$ cat src/design/led_matrix_digit_grid_scanner_core_assert.svh
// assertion macros shared by the scanner modules
`ifndef LED_MATRIX_DIGIT_GRID_SCANNER_CORE_ASSERT_SVH
`define LED_MATRIX_DIGIT_GRID_SCANNER_CORE_ASSERT_SVH

// same-cycle implication, checked outside reset
`define LMDG_ASSERT_IMPL(lbl, ant, con, msg) \
  lbl: assert property (@(posedge clk) disable iff (rst) (ant) |-> (con)) \
    else $error(msg);

// next-cycle implication, checked outside reset
`define LMDG_ASSERT_NEXT(lbl, ant, con, msg) \
  lbl: assert property (@(posedge clk) disable iff (rst) (ant) |=> (con)) \
    else $error(msg);

`endif

$ cat src/design/lmdg_pkg.sv
// types, constants and glyph/grid helpers for the digit grid scanner
package lmdg_pkg;

  localparam int PANEL_SIZE = 64;
  localparam int ROW_W      = $clog2(PANEL_SIZE);
  localparam int CELL_PITCH = 7;
  localparam int CELL_INNER = 6;
  localparam int GRID_CELLS = 9;
  localparam int HALF_ROWS  = 32;

  localparam logic FUNC_WRITE = 1'b0;
  localparam logic FUNC_SCAN  = 1'b1;

  typedef struct packed {
    logic       func;
    logic [3:0] cell_row;
    logic [3:0] cell_col;
    logic [3:0] digit;
    logic [4:0] scan_row;
  } item_t;

  typedef struct packed {
    logic       upper_red;
    logic       lower_red;
    logic [5:0] column;
    logic [4:0] row_address;
    logic       last;
  } result_t;

  // classified command handed from the front to the back
  typedef struct packed {
    logic             is_scan;
    logic [ROW_W-1:0] top;
    logic [ROW_W-1:0] left;
    logic [3:0]       digit;
    logic [4:0]       scan_row;
  } cmd_t;

  // row k of a digit's 6x6 glyph, bit j lights interior column j
  function automatic logic [CELL_INNER-1:0] glyph_row(logic [3:0] dig, logic [2:0] k);
    logic [CELL_INNER*6-1:0] g;
    case (dig)
      4'd1:    g = {6'h3F, 6'h04, 6'h04, 6'h05, 6'h06, 6'h04};
      4'd2:    g = {6'h1E, 6'h02, 6'h02, 6'h1E, 6'h10, 6'h1E};
      4'd3:    g = {6'h1E, 6'h10, 6'h10, 6'h1E, 6'h10, 6'h1E};
      4'd4:    g = {6'h00, 6'h10, 6'h10, 6'h1E, 6'h12, 6'h12};
      4'd5:    g = {6'h1E, 6'h10, 6'h1E, 6'h02, 6'h02, 6'h1E};
      4'd6:    g = {6'h1E, 6'h12, 6'h1E, 6'h02, 6'h02, 6'h1E};
      4'd7:    g = {6'h10, 6'h10, 6'h10, 6'h10, 6'h10, 6'h1E};
      4'd8:    g = {6'h1E, 6'h12, 6'h1E, 6'h12, 6'h12, 6'h1E};
      4'd9:    g = {6'h10, 6'h10, 6'h1E, 6'h12, 6'h12, 6'h1E};
      default: g = '0;
    endcase
    case (k)
      3'd0:    glyph_row = g[5:0];
      3'd1:    glyph_row = g[11:6];
      3'd2:    glyph_row = g[17:12];
      3'd3:    glyph_row = g[23:18];
      3'd4:    glyph_row = g[29:24];
      3'd5:    glyph_row = g[35:30];
      default: glyph_row = '0;
    endcase
  endfunction

  // power-up contents of a frame row: grid lines at multiples of seven
  function automatic logic [PANEL_SIZE-1:0] reset_row(logic [ROW_W-1:0] idx);
    logic [PANEL_SIZE-1:0] cols;
    logic                  on_line;
    cols    = '0;
    on_line = 1'b0;
    for (int i = 0; i < PANEL_SIZE; i += CELL_PITCH) begin
      cols[i[ROW_W-1:0]] = 1'b1;
      if (idx == i[ROW_W-1:0]) on_line = 1'b1;
    end
    reset_row = on_line ? '1 : cols;
  endfunction

endpackage

$ cat src/design/lmdg_front.sv
// front end: accepts items, drops no-op writes, queues commands for the back end
`include "led_matrix_digit_grid_scanner_core_assert.svh"

module lmdg_front (
  input  logic           clk,
  input  logic           rst,
  input  lmdg_pkg::item_t item,
  input  logic           push,
  output logic           full,
  output lmdg_pkg::cmd_t  cmd_head,
  output logic           cmd_avail,
  input  logic           cmd_take
);
  import lmdg_pkg::*;

  localparam int QDEPTH = 2;

  cmd_t       queue [QDEPTH];
  logic       wr_ptr;
  logic       rd_ptr;
  logic [1:0] cnt;
  logic [1:0] cnt_next;

  cmd_t cmd_new;
  logic keep;
  logic accept;
  logic take;

  // writes with digit zero or outside the grid change nothing
  assign keep = (item.func == FUNC_SCAN) ||
                ((item.digit != 4'd0) &&
                 (item.cell_row < 4'(GRID_CELLS)) &&
                 (item.cell_col < 4'(GRID_CELLS)));

  always_comb begin
    cmd_new.is_scan  = (item.func == FUNC_SCAN);
    cmd_new.top      = ROW_W'({2'b00, item.cell_row} * ROW_W'(CELL_PITCH) + ROW_W'(1));
    cmd_new.left     = ROW_W'({2'b00, item.cell_col} * ROW_W'(CELL_PITCH) + ROW_W'(1));
    cmd_new.digit    = item.digit;
    cmd_new.scan_row = item.scan_row;
  end

  assign full      = (cnt == 2'(QDEPTH));
  assign accept    = push && !full;
  assign cmd_avail = (cnt != 2'd0);
  assign take      = cmd_take && cmd_avail;
  assign cmd_head  = queue[rd_ptr];

  always_comb begin
    cnt_next = cnt;
    if ((accept && keep) && !take) cnt_next = cnt + 2'd1;
    else if (!(accept && keep) && take) cnt_next = cnt - 2'd1;
  end

  always_ff @(posedge clk) begin
    if (rst) begin
      wr_ptr <= 1'b0;
      rd_ptr <= 1'b0;
      cnt    <= 2'd0;
    end else begin
      if (accept && keep) begin
        queue[wr_ptr] <= cmd_new;
        wr_ptr        <= ~wr_ptr;
      end
      if (take) rd_ptr <= ~rd_ptr;
      cnt <= cnt_next;
    end
  end

  `LMDG_ASSERT_IMPL(a_cnt_bound, 1'b1, cnt <= 2'(QDEPTH), "command queue overfilled")
  `LMDG_ASSERT_IMPL(a_take_nonempty, cmd_take, cnt != 2'd0, "command taken from empty queue")
  `LMDG_ASSERT_NEXT(a_enqueue_grows, accept && keep && !take, cnt == $past(cnt) + 2'd1,
                    "queued transaction not counted")

endmodule

$ cat config.mk
export PLATFORM = sky130hd
export DESIGN_NAME = lmdg_front
export DESIGN_NICKNAME = d
export VERILOG_FILES = /design/src/design/lmdg_pkg.sv /design/src/design/lmdg_front.sv
export VERILOG_INCLUDE_DIRS = /design/src /design/src/design
export SDC_FILE = /design/constraint.sdc
export NUM_CORES = 1
export LEC_CHECK = 0
export ABC_AREA = 1
export BUFFER_PORTS_ARGS = -buffer_cell sky130_fd_sc_hd__buf_2
export CAP_MARGIN = 20
export CORE_MARGIN = 1.5
export CORE_UTILIZATION = 50
export DETAILED_ROUTE_END_ITERATION = 10
export GPL_ROUTABILITY_DRIVEN = 0
export MAX_ROUTING_LAYER = met4
export PLACE_DENSITY = 0.79
export SKIP_LAST_GASP = 1
export SYNTH_ARGS = -nofsm -noshare
export SYNTH_HDL_FRONTEND = slang
export SYNTH_SLANG_ARGS = --single-unit
$ cat constraint.sdc
create_clock -name clk -period 4 [get_ports clk]
set_input_delay 0.8 -clock clk [delete_from_list [all_inputs] [get_ports clk]]
set_output_delay 0.8 -clock clk [all_outputs]
set_load 0.02 [all_outputs]
; Yosys cells after proc, flatten, opt, wreduce, memory -nomap -nowiden
; Memories as Yosys holds them, arrays and structs flattened. A register that Yosys moved wholly into a read port is not among the register bits.
; Cells that the tools add are included.
[totals]
regBits = 4
ram_bits = 44
out_inout_bits = 24
wordCells = 36
mem_count = 1
[memory_table]
columns = name, depth, width, read_ports, rd_clocked_by_memory_dff, wr, line_no
row1 = queue, 2, 22, 1, 1, 1, lmdg_front.sv:18  ; cmd_t queue [QDEPTH];
[op_classes]
n_addsub = 4
n_mul = 2
n_lt_le_gt_ge = 2
eq_ne = 1
n_mux = 7
bitwise_logic = 2
n_reduce_logical = 14
[op_table]
columns = operator, count
row1 = "6-bit by 1-bit adder with 6-bit output, second input constant", 2
row2 = "4-bit by 3-bit multiplier with 6-bit output, second input constant", 2
row3 = "4-bit < comparator, second input constant", 2
row4 = 1-bit logical AND, 7
row5 = 1-bit two-way mux, 5
row6 = 2-bit two-way mux, 2
row7 = 2-bit nonzero test, 2
row8 = 4-bit nonzero test, 1
row9 = 1-bit logical NOT, 3
row10 = "2-bit by 1-bit adder with 2-bit output, second input constant", 1
row11 = "2-bit equality test, second input constant", 1
row12 = 1-bit inverter, 2
row13 = "2-bit by 1-bit subtractor with 2-bit output, second input constant", 1
row14 = 1-bit logical OR, 1

; Logic depth before layout (Yosys ltp)
; Gate-level depths: netlist of the first run.
[logic_depth]
word_depth = 9
ltp_mapped = 14
ltp_nobuf = 14

; Worst setup path after synthesis of the first run
; Ideal clock, no wire load.
[synth_path]
kind = input to register
startpoint = input port item[15] (netlist name)
endpoint = memory queue[1][0] (netlist name) (enable)
setup_time_ns = 0.401
t_arrival_ns = 2.344
required_time_ns = 3.599
path_slack_ns = 1.255
stages = 9
n_path_buf = 0
path_cell_list = inv_1 -> ha_1 -> inv_1 -> nor2_1 -> nor2_1 -> nand3_1 -> nand2_1 -> nand2_1 -> nor2_1
[synth_between]
elab_chain_len = 8
[synth_lines]
columns = item, line_no
row1 = start: declaration, lmdg_front.sv:7  ; input lmdg_pkg::item_t item,
row2 = 4-bit < comparator, lmdg_front.sv:32  ; (item.cell_row < 4'(GRID_CELLS)) &&
row3 = 1-bit logical AND, lmdg_front.sv:31  ; ((item.digit != 4'd0) &&
row4 = 1-bit logical AND, lmdg_front.sv:32
row5 = 1-bit logical OR, lmdg_front.sv:30  ; assign keep = (item.func == FUNC_SCAN) ||
row6 = 1-bit logical AND, lmdg_front.sv:61  ; if (accept && keep) begin
row7 = 1-bit two-way mux, lmdg_front.sv:61
row8 = 1-bit two-way mux, lmdg_front.sv:56  ; if (rst) begin
row9 = 1-bit two-way mux (not written as such), lmdg_front.sv:62  ; queue[wr_ptr] <= cmd_new;
row10 = end: declaration, lmdg_front.sv:18
; Every way passes these cells.

==> results of run 1 <==
logic make-up (layout without fill, tap and decap cells):
family	count (synthesis)	count (layout)	synth area share
flops	49	49	0.5817
simple gates	34	34	0.06401
fa+ha+maj	27	27	0.1598
buf+inv	25	77	0.04148
mux	22	22	0.1014
compound gates	12	12	0.02662
xor+xnor	7	7	0.02509
worst max-delay path by stage:
stage / startpoint / end / slack (ns)
4_1_cts: flop / cmd_head[11] / 1.31
3_5_place_dp: item[15] / queue[0][2]$_DFFE_PP_ / 1.25
5_1_grt: flop / cmd_head[13] / 1.26
3_3_place_gp: item[15] / queue[0][2]$_DFFE_PP_ / 1.35
6_report: flop / cmd_head[14] / 1.37
2_1_floorplan: item[15] / queue[1][0]$_DFFE_PP_ / 1.26
cell type report:
type                            instances  area [µm²]  area share
Clock buffer                            6       72.57     0.02543
Inverter                               23       86.33     0.03025
Tap cell                               67       83.83     0.02937
Multi-Input combinational cell        102       923.4      0.3235
Sequential cell                        49        1421      0.4980
Timing Repair Buffer                   46       232.7     0.08154
Clock inverter                          2       33.78     0.01184
metrics by stage:
stage	hold slack [ns]	instance area, µm²	setup WS (ns)
floorplan	0.4543	2444	1.255
global placement	0.4677	2748	1.354
detailed placement	0.5015	2748	1.253
CTS	0.5243	2854	1.308
global route	0.5429	2854	1.262
finish	0.5284	2854	1.365
power groups by stage:
stage | clock (mW) | combinational, mW | sequential (mW)
4_1_cts | 0.339 | 0.399 | 0.656
5_1_grt | 0.361 | 0.433 | 0.659
3_5_place_dp | 0 | 0.397 | 0.667
6_report | 0.336 | 0.394 | 0.654
3_3_place_gp | 0 | 0.383 | 0.664
2_1_floorplan | 0 | 0.305 | 0.642
cells in the mapped netlist:
library cell  number  area (µm²)
buf_4              2       15.01
xor2_1             4       35.03
nand2_1           13       48.80
o21ai_0            1       5.000
o21a_1             1       7.510
nand2_4            2       22.52
or2_0              1       6.260
inv_1             21       78.83
nor2_1            12       45.04
or2_1              1       6.260
edfxtp_1          44        1321
o21bai_1           1       7.510
mux2_2            22       247.7
a21oi_1            9       45.04
fa_1               7       140.1
xnor2_1            3       26.28
nand3_1            4       20.02
dfxtp_1            5       100.1
nand3b_1           1       7.510
inv_2              2       7.510
ha_1              20       250.2
state kept, by name, indices dropped and copies added (netlist names), named ones only:
signal and cells:
queue 44, wr_ptr 1, rd_ptr 1, cnt 2
worst max-delay path: stages (launching register included):
cell,delay [ns]
dfxtp_1,0.95
mux2_2,0.43
buf_2,0.16
layer usage:
layer,global-route usage,routed length [µm],up-vias
met5,-,0,-
met4,0.05660,31,0
met3,0.04006,142,2
met2,0.2722,1989,31
met1,0.1854,1751,678
li1,-,-,701
==> results.yml, run 1 <==
yosys:
  synth_seq_area_share: 0.5817
  synth_area_mm2: 0.002444
  yosysWarnings: 0
  ys_ff_latch: 49
  syn-num-nets: 225
  synth_area_per_cell_um2: 13.88
  ys_types: 21
  synthCells: 176
sta:
  period_minus_slack_ns: 2.635
  slew_headroom: 0.3673
  finalSetupTns_ns: 0
  report.final.slew_viol_count: 0
  tightest_slew_ns: 0.9478
  rsz0062_at_grt: "no"
  fin_crit_sh: 0.6587
  max_freq_mhz: 379.5
  fin_skew_ns: 0.007849
  hold_viol: 0
  setup_viol: 0
critical_path:
  r2r-end: "queue[0][2]$_DFFE_PP_"
  path_class: "reg -> out"
  startpoint_type: "flop"
  crit_fanout: 22
  required_ns: 3.20
  rrSetupSlack_ns: 2.29
  endpoint_kind: "output pin"
  arrival_ns: 1.83
  reg2reg_depth: 5
  timing.rr.start: "cnt[1]$_SDFFE_PP0P_"
clock_tree:
  clock-sinks: 49
  post_cts_resize_count: 0
  cts_hold_buf: 0
  cts_buffers: 5
  clockRootBuffer: "clkbuf_8"
  cts_tree: "done"
  post_cts_buffers: 0
  clk_latency_ns: 0.29
  clk_path_buf_depth: 2
  clk_pin_slew_worst_paths_ns: 0.09
  htreeDepth: 2
floorplanning:
  fp.dieH_um: 72.91
  coreArea_mm2: 0.004723
  num_io_pins: 46
  die-area_mm2: 0.005316
  die_x_um: 72.91
  num_rows: 25
  start_util: 0.5174
cells_and_area:
  final_common_cell: "buf_2"
  layout_common_cells: "buf_2 (45), edfxtp_1 (44), mux2_2 (22)"
  fin_cells: 295
  final_nets: 276
  fillCellCount: 366
  drive_gt1_frac: 0.3465
  insertedDiodeCount: 0
  utilization: 0.6042
  area_growth_pct: 16.79
global_route:
  grt_pass1_wl_mm: 6.175
  grt.overflow.total: 0
  antenna_found_initial: 0
  grt_max_degree: 23
  grt.total_usage: 0.1604
  grt_pass1_vias: 1383
power:
  seq_power_share: 0.472
  power_density_mw_per_mm2: 484.9
  peakVddDrop_uv: 192.0
  switchingPower_mw: 0.4175
  internal_power_mw: 0.9662
  swShare: 0.3017
  total_power_mw: 1.384
  p_leak_nw: 1.200
  combPwrFrac: 0.285
  clkPwrFrac: 0.242
worst_hold_path:
  holdPathStages: 2
  holdPathEnd: "rd_ptr$_SDFFE_PP0P_"
  hp-class: "reg -> reg"
  holdCritStartpoint: "rd_ptr$_SDFFE_PP0P_"
routing:
  num_vias: 1412
  route.detailed.drc: 0
  wl_mm: 3.914
  final_antenna_net_count: 0
  post_drt_wl_per_cell_um: 13.27
  drt-pass1-iter-count: 4
  routed_via_density: 4.786
  drt_iter0_drc: 57
run:
  maxCapViolations: 0
status:
  status: "completed"
placed_design:
  place_inst: 287
  dp_hpwl_mm: 2.888
  port_buffers: 45
Note: power is estimated with default switching activity, not from simulation.
==> run 2: changes to the inputs <==
ABC_AREA = 0   (was 1)
CORE_UTILIZATION = 49   (was 50)
PLACE_DENSITY = 0.81   (was 0.79)
clock period = 2.2 ns   (was 4 ns; I/O delays follow)
==> results.yml, run 2 <==
critical_path:
  crit_fanout: 3
  crit_family: "simple AND/OR/NAND/NOR gates"
  crit_slowest_cell: "or4_4"
  required_ns: 2.44
  slowest_delay_ns: 0.54
  critPathBufInv: 2
  path_class: "in -> reg"
  arrival_ns: 2.30
  path_cells: "buf_2 > or4_4 > a41oi_2 > or2_4 > inv_1 > ha_1 > or3_1 > a21oi_1"
  endpoint_kind: "flop"
  startpoint_type: "primary input"
power:
  total_power_mw: 2.669
  internal_power_mw: 1.866
  power_density_mw_per_mm2: 877.1
  clkPwrFrac: 0.230
  combPwrFrac: 0.337
  swShare: 0.3009
  switchingPower_mw: 0.8031
  peakVddDrop_uv: 317.1
  seq_power_share: 0.433
  p_leak_nw: 1.257
floorplanning:
  fp.dieH_um: 72.73
  die-area_mm2: 0.005289
  num_rows: 25
  coreArea_mm2: 0.004692
  die_x_um: 72.73
  start_util: 0.5077
  num_io_pins: 46
cells_and_area:
  multi_input_area_um2: 979.7
  seqCellArea_mm2: 0.001421
  largest_reg_flops: 44
  insertedDiodeCount: 0
  final_area_mm2: 0.003043
  final_common_cell: "buf_2"
  fillCellCount: 361
  layout_common_cells: "buf_2 (45), edfxtp_1 (44), buf_4 (23)"
  top_regs: "queue: 44 flops, cnt: 2 flops"
  final_nets: 274
  area_growth_pct: 27.73
  regMostFlops: "queue"
  drive_gt1_frac: 0.5133
yosys:
  synthTopCellsByCount: "edfxtp_1 (44), mux2_2 (22), ha_1 (20)"
  synth_area_mm2: 0.002382
  synth_area_per_cell_um2: 15.78
  yosysWarnings: 0
  syn-num-nets: 200
  synth_area_leaders: "edfxtp_1 (55%), ha_1 (11%), mux2_2 (10%)"
  synth_edf_count: 44
  synthCells: 151
  synth_top_area_frac: 0.5546
  synthArstFlopShare: 0
  ys_ff_latch: 49
  yosysMostFrequentCell: "edfxtp_1"
  synth_largest_area_cell: "edfxtp_1"
  ys_types: 25
  synth_seq_area_share: 0.5966
  synth_ff_type: "edfxtp_1"
routing:
  drt-pass1-iter-count: 4
  wl_mm: 3.763
  post_drt_wl_per_cell_um: 13.44
  drt_iter0_drc: 60
  routed_via_density: 5.032
  num_vias: 1409
  top_layer_used: "met4"
  wl_met1_mm: 1.476
  routed-wl-met3_um: 161
  wl_met2_mm: 2.082
  final_antenna_net_count: 0
  route.detailed.drc: 0
sta:
  report.final.slew_viol_count: 0
  hold_viol: 0
  fin_skew_ns: 0.006787
  setup_viol: 0
  fin_crit_sh: 0.9348
  holdWs_ns: 0.3235
  setup_slack_ns: 0.1434
  slew_headroom: 0.7999
  period_minus_slack_ns: 2.057
  max_freq_mhz: 486.2
  tightest_slew_ns: 0.3001
  rsz0062_at_grt: "no"
clock_tree:
  post_cts_resize_count: 0
  cts_tree: "done"
  clk_pin_slew_worst_paths_ns: 0.09
  clk_latency_ns: 0.30
  cts_hold_buf: 0
  clock-sinks: 49
  htreeDepth: 2
  clk_path_buf_depth: 2
  post_cts_buffers: 0
  cts_buffers: 5
  clockRootBuffer: "clkbuf_8"
global_route:
  grt_max_degree: 23
  grt_pass1_vias: 1370
  grt.overflow.total: 0
  grt_pass1_wl_mm: 5.871
  antenna_found_initial: 0
  grt.total_usage: 0.1555
placed_design:
  dpl-instance-area_mm2: 0.002933
  dp_hpwl_mm: 2.918
  dp_slack_ns: -0.1866
  port_buffers: 45
status:
  status: "completed"
run:
  maxCapViolations: 0
worst_hold_path:
  hp-class: "in -> reg"
==> run 2: cell types whose count changed after synthesis, moves of 3 or more <==
cell      change
nand2_1      -12
inv_1        -10
nor2_1        -6
a21oi_1       -4
nand3_1       -4
xor2_1        +4
nand2b_1      +3
==> run 2: stage by stage <==
stage | util | cells | TNS [ns]
global route | 0.6485 | 280 | 0
floorplan | - | 151 | -0.02796
detailed placement | 0.6251 | 272 | -1.717
CTS | 0.6485 | 280 | 0
finish | 0.6485 | 280 | 0
global placement | 0.6251 | 272 | -0.8959
==> run 2: worst reg2reg max path, cell delays in order (launching register included) <==
cell and delay, ns:
dfxtp_1 0.34, nor2b_1 0.14, nand2b_1 0.18, or2_4 0.24
buf_4 0.15, nor3b_4 0.26, buf_12 0.21
==> run 2: final cells by class <==
class / instances / share of cell area
clock buffer: 5 / 0.02262
clock inverter: 3 / 0.01357
inverter: 11 / 0.01521
multi-input combinational: 89 / 0.3220
sequential: 49 / 0.4671
tap: 54 / 0.02220
timing repair buffer: 69 / 0.1373
==> run 2: cells by family (layout without fill, tap and decap cells) <==
group / after synthesis / in the layout / synth area share
compound gates: 11 / 11 / 0.03151
xor+xnor: 11 / 11 / 0.04044
fa+ha+maj: 27 / 27 / 0.1639
buf+inv: 13 / 88 / 0.02153
flops: 49 / 49 / 0.5966
mux: 22 / 22 / 0.1040
simple gates: 18 / 18 / 0.04201
==> run 2: worst paths after layout <==
| kind | startpoint | slack, ns | endpoint | depth (start not counted) |
|---|---|---|---|---|
| hold reg to reg | rd_ptr$_SDFFE_PP0P_ | 0.50 | flop | 2 |
| setup reg to reg | cnt[1]$_SDFFE_PP0P_ | 0.39 | queue[1][13]$_DFFE_PP_ | 6 |
| setup / recovery | item[8] | 0.14 | cnt[1]$_SDFFE_PP0P_ | 8 |
| hold / removal | item[0] | 0.32 | queue[0][0]$_DFFE_PP_ | 1 |
==> run 2: power by group through the flow <==
stage          logic (mW)  clock network (mW)  registers, mW
5_1_grt             0.979               0.662           1.16
3_5_place_dp        0.911                   0           1.18
2_1_floorplan       0.615                   0           1.18
6_report            0.899               0.613           1.16
4_1_cts             0.913               0.626           1.16
3_3_place_gp        0.891                   0           1.17
==> run 2: per-layer routing <==
metal,vias up,global-route usage
met5,-,-
met4,0,0.05660
met3,4,0.04006
met2,33,0.2936
met1,689,0.1512
li1,683,-
==> run 3: changes to the inputs <==
CELL_PAD_IN_SITES_DETAIL_PLACEMENT = 0   (was not set)
CELL_PAD_IN_SITES_GLOBAL_PLACEMENT = 2   (was not set)
CORE_UTILIZATION = 35   (was 49)
GPL_TIMING_DRIVEN = 0   (was not set)
==> results.yml, run 3 (synthesized netlist as in run 2, its figures left out) <==
routing:
  route.detailed.drc: 5
  post_drt_wl_per_cell_um: 13.76
  routed_via_density: 4.657
  num_vias: 1332
  drt-pass1-iter-count: 7
  drt_iter0_drc: 47
  wl_mm: 3.934
  final_antenna_net_count: 0
worst_hold_path:
  holdPathEnd: "queue[1][1]$_DFFE_PP_"
  holdPathStages: 1
  hp-class: "in -> reg"
  holdCritStartpoint: "item[1]"
clock_tree:
  cts_tree: "done"
  htreeDepth: 2
  cts_buffers: 5
  clk_latency_ns: 0.30
  clock-sinks: 49
  clk_path_buf_depth: 2
  clk_pin_slew_worst_paths_ns: 0.08
  cts_hold_buf: 0
  clockRootBuffer: "clkbuf_8"
cells_and_area:
  top_regs: "queue: 44 flops, cnt: 2 flops"
  final_common_cell: "buf_2"
  largest_reg_flops: 44
  area_growth_pct: 23.95
  multi_input_area_mm2: 0.001015
  regMostFlops: "queue"
  layout_common_cells: "buf_2 (47), edfxtp_1 (44), mux2_2 (22)"
  seqCellArea_mm2: 0.001421
  drive_gt1_frac: 0.4737
  fin_cells: 286
  fillCellCount: 591
  insertedDiodeCount: 0
  final_nets: 257
global_route:
  grt_pass1_vias: 1322
  grt.overflow.total: 0
  grt_max_degree: 15
  grt.total_usage: 0.1186
  grt_pass1_wl_mm: 6.320
  antenna_found_initial: 0
status:
  status: "complete, but fails checks"
  violations: "DRC"
power:
  total_power_mw: 2.683
  p_leak_nw: 1.178
  power_density_mw_per_mm2: 908.5
  peakVddDrop_uv: 260.2
critical_path:
  critPathBufInv: 3
  slowest_delay_ns: 0.56
  endpoint_kind: "flop"
  timing.rr.start: "cnt[0]$_SDFFE_PP0P_"
  crit_family: "simple AND/OR/NAND/NOR gates"
  reg2reg_depth: 5
  startpoint_type: "primary input"
  required_ns: 2.13
  path_cells: "buf_2 > inv_1 > ha_2 > nand2b_4 > a41oi_2 > or2_4 > buf_4 > nor3b_4"
  r2r-end: "queue[1][2]$_DFFE_PP_"
  arrival_ns: 2.08
  crit_slowest_cell: "nor3b_4"
  rrSetupSlack_ns: 0.19
  path_class: "in -> reg"
  crit_fanout: 11
sta:
  setup_viol: 0
  slew_headroom: 0.5580
  hold_viol: 0
  fin_skew_ns: 0.004002
  tightest_slew_ns: 0.6623
  rsz0062_at_grt: "yes"
  max_freq_mhz: 465.8
  report.final.slew_viol_count: 0
  period_minus_slack_ns: 2.147
  finalSetupTns_ns: 0
  fin_crit_sh: 0.9759
floorplanning:
  fp.dieH_um: 85.50
  coreArea_mm2: 0.006459
  die-area_mm2: 0.007310
  die_x_um: 85.50
  start_util: 0.3688
  num_rows: 29
  num_io_pins: 46
placed_design:
  place_inst: 273
  dp_hpwl_mm: 2.738
  port_buffers: 45
run:
  maxCapViolations: 0
==> run 3: changes by cell type in the layout (fill, tap and decap cells not counted) <==
cell        previous run  this run
clkinvlp_4             1         0
buf_2                 45        47
nor3b_4                1         2
buf_4                 23         3
clkinv_1               1         0
nor3_4                 1         2
clkbuf_1               0         1
buf_12                 1         0
clkbuf_8               5         6
==> run 3: final cells by class <==
cell class	instances	area share
inverter	11	0.01568
multi-input combinational	91	0.3436
clock inverter	1	0.01017
buffer	2	0.003390
timing repair buffer	48	0.08390
sequential	49	0.4814
tap	77	0.03263
clock buffer	7	0.02924
==> run 3: through the flow <==
stage | hold WS [ns] | worst slack [ns] | instance area, µm² | util
after floorplan | 0.4558 | -0.02796 | 2457 | -
after global placement | 0.4886 | -0.5850 | 2779 | 0.4303
after detailed placement | 0.4897 | -0.5829 | 2779 | 0.4303
after CTS | 0.3146 | -0.1265 | 2924 | 0.4527
after global routing | 0.3100 | -0.05632 | 2953 | 0.4572
final | 0.3256 | 0.05295 | 2953 | 0.4572
==> run 3: worst max path at each step <==
stage,cells past startpoint,slack [ns],from,end
2_1_floorplan,7,-0.03,item[8],cnt[1]$_SDFFE_PP0P_
3_3_place_gp,7,-0.59,item[11],queue[1][11]$_DFFE_PP_
3_5_place_dp,7,-0.58,item[11],queue[1][11]$_DFFE_PP_
4_1_cts,7,-0.13,item[11],queue[1][15]$_DFFE_PP_
5_1_grt,8,-0.06,item[11],queue[1][2]$_DFFE_PP_
6_report,8,0.05,item[11],queue[1][2]$_DFFE_PP_
==> run 3: layer usage <==
metal  up-vias  share of wire  GRT usage
li1        659              -          -
met1       631           0.46     0.1489
met5         -              0          -
met3         6          0.062    0.03080
met4         0          0.019    0.04839
met2        36           0.46     0.1840
==> run 3: what timing repair did <==
action                     4_1_cts  5_1_grt
setup endpoints to repair       44       12
cloned                           2        0
pin swaps                        2        1
resized for setup                1        1
setup buffers                    0        3
==> run 3: worst reg2reg max path, stage by stage (launching register included) <==
cell	delay, ns
dfxtp_1	0.40
nor2b_1	0.07
nand2b_1	0.18
or2_4	0.29
buf_4	0.15
nor3b_4	0.56
==> run 3: where the power goes <==
group          internal (mW)  switching (mW)  leakage, nW
Sequential              1.13          0.0415        0.442
Combinational          0.379           0.489        0.678
Clock                  0.370           0.278       0.0585
